<file path="config.mk">
export PLATFORM = sky130hd
export DESIGN_NAME = lde_ram
export DESIGN_NICKNAME = d
export VERILOG_FILES = /design/src/rtl/lde_ram.sv
export SDC_FILE = /design/constraint.sdc
export NUM_CORES = 1
export LEC_CHECK = 0
export BUFFER_PORTS_ARGS = -buffer_cell sky130_fd_sc_hd__buf_2
export CAP_MARGIN = 20
export CORE_MARGIN = 2
export CORE_UTILIZATION = 50
export CTS_BUF_LIST = sky130_fd_sc_hd__clkbuf_2
export DETAILED_ROUTE_END_ITERATION = 12
export GPL_TIMING_DRIVEN = 1
export PLACE_DENSITY = 0.67
export SLEW_MARGIN = 10
export SYNTH_ARGS = -nofsm -noshare
export SYNTH_HDL_FRONTEND = slang
export SYNTH_SLANG_ARGS = --single-unit
</file>
<file path="constraint.sdc">
create_clock -name clock -period 2.95 [get_ports clock]
set_input_delay 0.1475 -clock clock [delete_from_list [all_inputs] [get_ports clock]]
set_output_delay 0.1475 -clock clock [all_outputs]
set_load 0.02 [all_outputs]
</file>
<file path="src/rtl/lde_ram.sv">
// lde_ram: generic single write port, single read port ram with registered read
// no dependencies
`timescale 1ns / 1ps

module lde_ram #(
   parameter int WIDTH = 8,
   parameter int DEPTH = 16
) (
   input  logic                     clock,
   input  logic                     wr_en,
   input  logic [$clog2(DEPTH)-1:0] wr_addr,
   input  logic [WIDTH-1:0]         wr_data,
   input  logic                     rd_en,
   input  logic [$clog2(DEPTH)-1:0] rd_addr,
   output logic [WIDTH-1:0]         rd_data
);

   logic [WIDTH-1:0] mem_ff [DEPTH];
   logic [WIDTH-1:0] rd_data_ff;

   always_ff @(posedge clock) begin
      if (wr_en) begin
         mem_ff[wr_addr] <= wr_data;
      end
      if (rd_en) begin
         rd_data_ff <= mem_ff[rd_addr];
      end
   end

   assign rd_data = rd_data_ff;

endmodule

</file>
==> results by group <==
Setup path
  • Largest stage delay on the critical path: 510 ps
  • CP Cell Sequence: mux4_1, a22oi_1, nand2_1
  • CP Launch Type: flip-flop
  • Crit-path leading delay family: multiplexers
  • WP data required: roughly 3400 ps
  • CP startpoint: mem_ff[9][5]$_DFFE_PP_
  • Crit end category: flip-flop
  • Critical path class: flip-flop to flip-flop
  • Worst EP arrival: 1920 ps
  • R2r endpoint: rd_data[5]$_DFFE_PP_
  • Largest fanout on the critical path: 1
  • Reg2Reg Depth: 3
  • Worst R2R Setup Slack: around 1400 ps
  • Crit path buffers/inverters: 0
  • Crit path max-delay cell type: mux4_1
  • Setup crit end: rd_data[5]$_DFFE_PP_
  • Worst r2r src: mem_ff[9][5]$_DFFE_PP_
  • Crit path depth: 3

Timing
  • Final TNS setup: 0 ps
  • Unrepaired setup endpoints after global routing: no
  • Final worst path period share: 51.4%
  • Worst relative slew slack: 39.6%
  • Final Hold Viols: 0
  • Slew @ Worst Pin: 902 ps
  • Setup violations, final: 0
  • Worst-case clock skew: 20.4 ps
  • Pins Over Slew Limit: 0
  • Crit path time final: approximately 1500 ps
  • Fmax: 659 MHz

Final layout
  • Final nets: 304
  • Share of layout cells above drive strength 1: 27.9%
  • Diode count: 0
  • Synth-to-Final Area Change: 12.0%
  • Util after Layout: a little under three fifths
  • FILL cells: 769

Floorplan
  • Initial core utilization: 51.1%
  • Full die area: ~11,000 um^2
  • Die width: approximately 110 um
  • Die height: 106 um
  • IO Count: 27
  • Num rows: 37
  • Core ar.: 10,200 um^2

Yosys
  • Synth warnings: 0
  • Flops & latches, synth: between 100 and 150
  • Mapped Cells: 229
  • Top cell type's share of synthesized area: 78.1%
  • Net Count, Synth: 248
  • Most area-consuming cells after synthesis: edfxtp_1 (78%), mux4_2 (7.8%), mux4_1 (7.0%), a22oi_1 (2.3%), nor2_1 (0.93%)
  • Synth cell types: 18
  • Seq/Total Area, Yosys: 78.1%
  • Fraction of registers with async set or reset after synthesis: 0%
  • Commonest cells in the netlist: edfxtp_1 (136), mux4_2 (18), a22oi_1 (16)
  • Ys flop type: edfxtp_1
  • Post-synthesis cell area: between 5000 and 6000 um^2
  • Most common cell in the netlist: edfxtp_1
  • Number of synthesized flops with an enable pin: around 140
  • Top cell type by total area after synthesis: edfxtp_1
  • Synth Area per Inst: roughly 23 um^2

Hold path
  • Hold_sp: wr_addr[2]
  • Hold Path Class: input port to flip-flop
  • Worst Hold Depth: 4

Clocking
  • Root buf cell: clkbuf_2
  • Post CTS Setup Buffer Count: 0
  • Clk sink count: between 100 and 150
  • Total CTS buffers: 17
  • Clock transition at path regs: 180 ps
  • CTS tree: yes
  • Htree depth: 4
  • Worst skew pair latency: 650 ps
  • Buffer depth of the longest clock path: 2

Routing
  • Drt via density: 5.59
  • Detailed-route via count: 2,427
  • DRT Wirelength: 9410 um
  • First-iteration detailed-routing DRC count: 196
  • DR pass1 iterations: 4
  • Routed wire per std cell: about 22 um
  • Post-DRT Antenna Nets: 0
  • Remaining DRCs: 0

Placed design
  • Dpl hpwl: between 6000 and 7000 um
  • GP Congestion: 0.740
  • IO Port Bufs: 26

Power
  • Leak: 1.95 nW
  • Worst vdd ir: 0.258 mV
  • Pwr Density: approximately 580 nW/um^2

Global route
  • Pin count of the biggest net entering global routing: 33
  • Total grt overflow: 0
  • First-pass GRT wire length: 14,100 um
  • Initial antenna violation count: 0
  • GRT Total Usage: 18.1%
  • Vias in the first global route: 2,448

Job
  • Max cap viols: 0

Status
  • Status: finished clean
==> how the worst min path moves through the flow <==
stage | endpoint | slack, ps
after floorplan | mem_ff[0][0]$_DFFE_PP_ | 250
after global placement | rd_data[2]$_DFFE_PP_ | 530
after detailed placement | rd_data[2]$_DFFE_PP_ | 520
after CTS | mem_ff[3][7]$_DFFE_PP_ | 60
after global routing | mem_ff[3][7]$_DFFE_PP_ | 40
final | mem_ff[3][7]$_DFFE_PP_ | 130
==> state kept, by name (all words and copies together), names as in the netlist <==
register and flops:
mem_ff 128, rd_data 8
==> cell usage in the layout (no fill, tap or decap) <==
cell type | synthesis | routed
and2b_1 | 1 | 1
nand3_1 | 1 | 1
clkbuf_2 | 0 | 21
mux4_2 | 18 | 18
buf_12 | 0 | 1
buf_4 | 1 | 8
and2_1 | 1 | 1
nor3_1 | 4 | 4
nor2_1 | 13 | 13
nand3b_1 | 2 | 2
nand2b_1 | 2 | 2
clkinvlp_4 | 0 | 2
mux4_1 | 14 | 14
or3b_2 | 1 | 1
buf_2 | 3 | 26
nand2_1 | 9 | 9
dlygate4sd3_1 | 0 | 12
nor2b_1 | 1 | 1
edfxtp_1 | 136 | 136
clkinv_1 | 0 | 3
bufinv_16 | 0 | 2
clkinv_2 | 0 | 4
a22oi_1 | 16 | 16
==> power by group <==
| part | leakage, nW | switching, W | internal (W) | total [W] |
|---|---|---|---|---|
| sequential | 1.24 | 0.0000107 | 0.00217 | 0.00218 |
| clock | 0.136 | 0.000593 | 0.000387 | 0.000979 |
| combinational | 0.578 | 0.000121 | 0.0000902 | 0.000211 |
| total | 1.95 | 0.000724 | 0.00265 | 0.00337 |
==> logic make-up after synthesis <==
group	Yosys count	synth area share, %
compound gates	16	2.30
simple gates	35	3.14
flops	136	78.1
mux	32	14.8
buf+inv	10	1.65
==> final cells by class <==
cell class	count	area [um^2]	share of cell area [%]
Clock buffer	21	105	1.80
Timing Repair Buffer	47	330	5.64
Multi-Input combinational cell	83	1060	18.1
Sequential cell	136	4080	69.8
Tap cell	136	170	2.91
Clock inverter	11	106	1.82
==> worst register-to-register path, cell delays in order (launching register included) <==
cell and delay [ps]:
edfxtp_1 400, mux4_1 510, a22oi_1 270, nand2_1 90
==> what timing repair did <==
item	CTS	global route
endpoints found under the hold margin	160	0
hold buffers	12	0
resized for setup	0	0
==> per-layer routing <==
| metal | share of wire, % | routed length [um] | track usage [%] |
|---|---|---|---|
| met1 | 41 | 3900 | 23.7 |
| met2 | 52 | 4870 | 29.3 |
| met3 | 5.7 | 535 | 5.64 |
| met4 | 1.0 | 94 | 5.92 |
| met5 | 0 | 0 | 0 |
==> stage by stage <==
step	hold WS, ps	instance area (um^2)	cells	total power, W	setup slack (ps)
floorplan	246	5230	229	0.00235	1310
global placement	526	5520	390	0.00243	978
detailed placement	523	5520	390	0.00243	935
CTS	57.2	5850	434	0.00341	1400
global route	44.3	5850	434	0.00350	1370
finish	125	5850	434	0.00337	1430
(Power assumes the default switching activity.)
