$ cat src/rtl/lde_div.sv
// lde_div: iterative unsigned divider, one quotient bit per cycle
// no dependencies
`timescale 1ns / 1ps

module lde_div #(
   parameter int NUM_WIDTH = 80,
   parameter int DEN_WIDTH = 10
) (
   input  logic                 clock,
   input  logic                 reset,
   input  logic                 start,
   input  logic [NUM_WIDTH-1:0] dividend,
   input  logic [DEN_WIDTH-1:0] divisor,
   output logic                 done,
   output logic [NUM_WIDTH-1:0] quotient
);

   localparam int CNT_WIDTH = $clog2(NUM_WIDTH + 1);

   logic [NUM_WIDTH-1:0] quo_ff;
   logic [DEN_WIDTH-1:0] rem_ff;
   logic [DEN_WIDTH-1:0] den_ff;
   logic [CNT_WIDTH-1:0] cnt_ff;
   logic                 run_ff;
   logic                 done_ff;
   logic [DEN_WIDTH:0]   trial;
   logic                 ge;

   assign trial = {rem_ff, quo_ff[NUM_WIDTH-1]};
   assign ge    = trial >= {1'b0, den_ff};

   always_ff @(posedge clock) begin
      if (reset) begin
         run_ff  <= 1'b0;
         done_ff <= 1'b0;
         cnt_ff  <= '0;
      end else begin
         done_ff <= 1'b0;
         if (start) begin
            run_ff <= 1'b1;
            cnt_ff <= CNT_WIDTH'(NUM_WIDTH);
            quo_ff <= dividend;
            rem_ff <= '0;
            den_ff <= divisor;
         end else if (run_ff) begin
            quo_ff <= {quo_ff[NUM_WIDTH-2:0], ge};
            rem_ff <= ge ? DEN_WIDTH'(trial - {1'b0, den_ff}) : trial[DEN_WIDTH-1:0];
            cnt_ff <= cnt_ff - 1'b1;
            if (cnt_ff == CNT_WIDTH'(1)) begin
               run_ff  <= 1'b0;
               done_ff <= 1'b1;
            end
         end
      end
   end

   assign done     = done_ff;
   assign quotient = quo_ff;

endmodule

$ cat config.mk
export PLATFORM = sky130hd
export DESIGN_NAME = lde_div
export DESIGN_NICKNAME = d
export VERILOG_FILES = /design/src/rtl/lde_div.sv
export SDC_FILE = /design/constraint.sdc
export NUM_CORES = 1
export LEC_CHECK = 0
export ABC_AREA = 1
export BUFFER_PORTS_ARGS = -buffer_cell sky130_fd_sc_hd__buf_4
export CORE_MARGIN = 3
export CORE_UTILIZATION = 31
export CTS_BUF_LIST = sky130_fd_sc_hd__clkbuf_4 sky130_fd_sc_hd__clkbuf_8
export DETAILED_ROUTE_END_ITERATION = 7
export PLACE_DENSITY = 0.57
export SETUP_SLACK_MARGIN = 0.2
export SLEW_MARGIN = 40
export SYNTH_ARGS = -nofsm -noshare
export SYNTH_HDL_FRONTEND = slang
export SYNTH_SLANG_ARGS = --single-unit
export TNS_END_PERCENT = 30
$ cat constraint.sdc
create_clock -name clock -period 16.3 [get_ports clock]
set_input_delay 3.26 -clock clock [delete_from_list [all_inputs] [get_ports clock]]
set_output_delay 3.26 -clock clock [all_outputs]
set_load 0.02 [all_outputs]
==> flow_metrics.env <==
export IMPL_coreArea_um2=16200
export IMPL_setup_slack_ns=11.63
export IMPL_final_common_cell="nand2_1"
export IMPL_synth_warnings=0
export IMPL_whs_ns=0.496
export IMPL_clk_pin_slew_ns=0.10
export IMPL_die_x_um=136
export IMPL_r2r_slack_ns=14.20
export IMPL_syn_cell_area_um2=5220
export IMPL_reg2reg_to="rem_ff[4]"
export IMPL_die_area_um2=18400
export IMPL_drive_above_1_share_pct=29.4
export IMPL_crit_type="input pin to flip-flop"
export IMPL_ant_nets=0
export IMPL_crit_path_max_fanout=63
export IMPL_synth_seq_area_share_pct=61.0
export IMPL_nNetsFinal=839
export IMPL_slew_headroom_pct=57.4
export IMPL_cts_root_buf="clkbuf_8"
export IMPL_cts_buffers=9
export IMPL_synth_nets=671
export IMPL_min_to="cnt_ff[3]"
export IMPL_gp_congestion=0.823
export IMPL_required_ns=16.32
export IMPL_whs_path_depth=2
export IMPL_fmax_mhz=214
export IMPL_wl_um=13400
export IMPL_grt_max_degree=88
export IMPL_cellPowerDensity_nw_per_um2=100
export IMPL_die_h_um=136
export IMPL_min_from="cnt_ff[3]"
export IMPL_clk_path_buf_depth=2
export IMPL_grt_pass1_vias=4298
export IMPL_leakage_nw=3.35
export IMPL_via_per_inst=4.49
export IMPL_holdBufCountCts=0
export IMPL_synth_seq_cells=109
export IMPL_antenna_found_initial=0
export IMPL_cp_end_kind="flip-flop"
export IMPL_synthCells=565
export IMPL_clk_latency_ns=0.38
export IMPL_rsz0062_at_grt="false"
export IMPL_dpl_worst_slack_ns=11.02
export IMPL_cts_setup_buffers=0
export IMPL_syn_avg_cell_area_um2=9.24
export IMPL_dp_hpwl_um=9840
export IMPL_drcViolationCount=0
export IMPL_wl_per_cell_um=14.0
export IMPL_cp_start_kind="input pin"
export IMPL_clock_sinks=109
export IMPL_worstRegToRegCells=9
export IMPL_grt_first_pass_wirelength_um=21100
export IMPL_cts_resized=0
export IMPL_first_iter_violations=215
export IMPL_grt_ovfl_total=0
export IMPL_cp_arrival_ns=4.69
export IMPL_gr_usage_all_layers_pct=14.5
export IMPL_portBuffers=173
export IMPL_hold_viol=0
export IMPL_syn_to_final_growth_pct=33.7
export IMPL_vias=4279
export IMPL_ys_types=34
export IMPL_slew_viol_final=0
export IMPL_final_cell_mix="292 x nand2_1, 174 x buf_4, 100 x edfxtp_1"
export IMPL_fin_util_pct=43.1
export IMPL_dr_pass1_iters=5
export IMPL_outcome="complete, no violations"
export IMPL_layout_min_cycle_time_ns=4.67
export IMPL_initial_core_util_pct=32.3
export IMPL_ir_drop_mv=0.0446
export IMPL_pin_count=174
export IMPL_finalClockSkew_ns=0.0103
export IMPL_diodes=0
export IMPL_cts_tree="done"
export IMPL_setup_viol=0
export IMPL_htreeDepth=3
export IMPL_worstHoldPathType="flip-flop to flip-flop"
export IMPL_r2r_start="rem_ff[2]"
export IMPL_period_share_pct=28.7
export IMPL_rows=46
export IMPL_fin_setup_tns_ns=0
export IMPL_maxCapViolCount=0
export IMPL_worstMarginPinSlew_ns=0.639
export IMPL_num_fill_cells=1626
## logic make-up after synthesis
logic type / after synthesis / share of synthesized area [%]
buffers and inverters: 62 / 4.77
AOI/OAI and AO/OA: 22 / 2.85
xor gates and xnor gates: 4 / 0.671
adders and majority gates: 13 / 3.26
DFF: 109 / 61.0
and+or+nand+nor: 355 / 27.5
## state kept, by name, summed over array words and instances, names as in the netlist
name	flops
quotient	80
den_ff	10
rem_ff	10
cnt_ff	7
done	1
run_ff	1
## through the flow
step	total power, mW	area [um^2]	instances
2_1_floorplan	0.463	5220	565
3_3_place_gp	0.523	6730	937
3_5_place_dp	0.526	6750	938
4_1_cts	0.710	6970	954
5_1_grt	0.740	6980	954
6_report	0.700	6980	954
## how the worst max path moves through the flow
stage	startpoint	to	slack (ns)	depth (start not counted)
finish	start	quotient[66]	11.63	4
global route	start	quotient[1]	11.50	4
CTS	start	quotient[0]	11.44	4
detailed placement	start	quotient[60]	11.02	4
global placement	start	quotient[61]	10.66	4
floorplan	start	quotient[0]	5.70	3
## Yosys cell counts
cell      instances  area [um^2]
nand2_1         292         1100
edfxtp_1        100         3000
inv_1            40          150
nor2_1           27          101
clkbuf_1         13         48.8
ha_1             12          150
dfxtp_1           9          180
nor2_2            8         50.1
a21oi_1           7         35.0
nand3_1           7         35.0
o21ai_0           6         30.0
nand3b_1          5         37.5
o21bai_2          5         56.3
buf_2             4         20.0
nand2_2           3         18.8
nand4_1           3         18.8
nor3_1            3         15.0
xor2_1            3         26.3
buf_1             2         7.51
nand2_4           2         22.5
a21oi_2           1         8.76
a31oi_1           1         6.26
and2_1            1         6.26
and2_4            1         8.76
buf_8             1         15.0
clkinv_1          1         3.75
fa_1              1         20.0
inv_2             1         3.75
nand3_2           1         10.0
o21a_1            1         7.51
o21ai_1           1         5.00
or2_0             1         6.26
or2_1             1         6.26
xnor2_1           1         8.76
## critical path: stages
cell and delay [ns]:
buf_4 0.32, inv_2 0.11, o21ai_4 0.40, buf_6 0.52
## final cells by class
class,instances,area (um^2),share of cell area [%]
Sequential cell,109,3180,45.6
Multi-Input combinational cell,394,1800,25.8
Timing Repair Buffer,177,1340,19.3
Tap cell,216,270,3.87
Inverter,42,158,2.26
Clock buffer,9,124,1.78
Clock inverter,7,96.3,1.38
## metal layers
| metal | vias to the layer above | track usage [%] | share of wire (%) |
|---|---|---|---|
| met5 | - | 0 | 0 |
| met3 | 19 | 3.49 | 5.9 |
| met1 | 1991 | 18.4 | 43 |
| met4 | 0 | 5.15 | 1.9 |
| met2 | 133 | 24.2 | 49 |
| li1 | 2136 | - | - |
## power breakdown
part           total, mW  switching, mW  leakage [nW]  internal [mW]
Clock              0.182         0.0949         0.104         0.0872
Combinational      0.162         0.0953          2.20         0.0672
Sequential         0.356         0.0169          1.05          0.339
(Power assumes the default switching activity.)
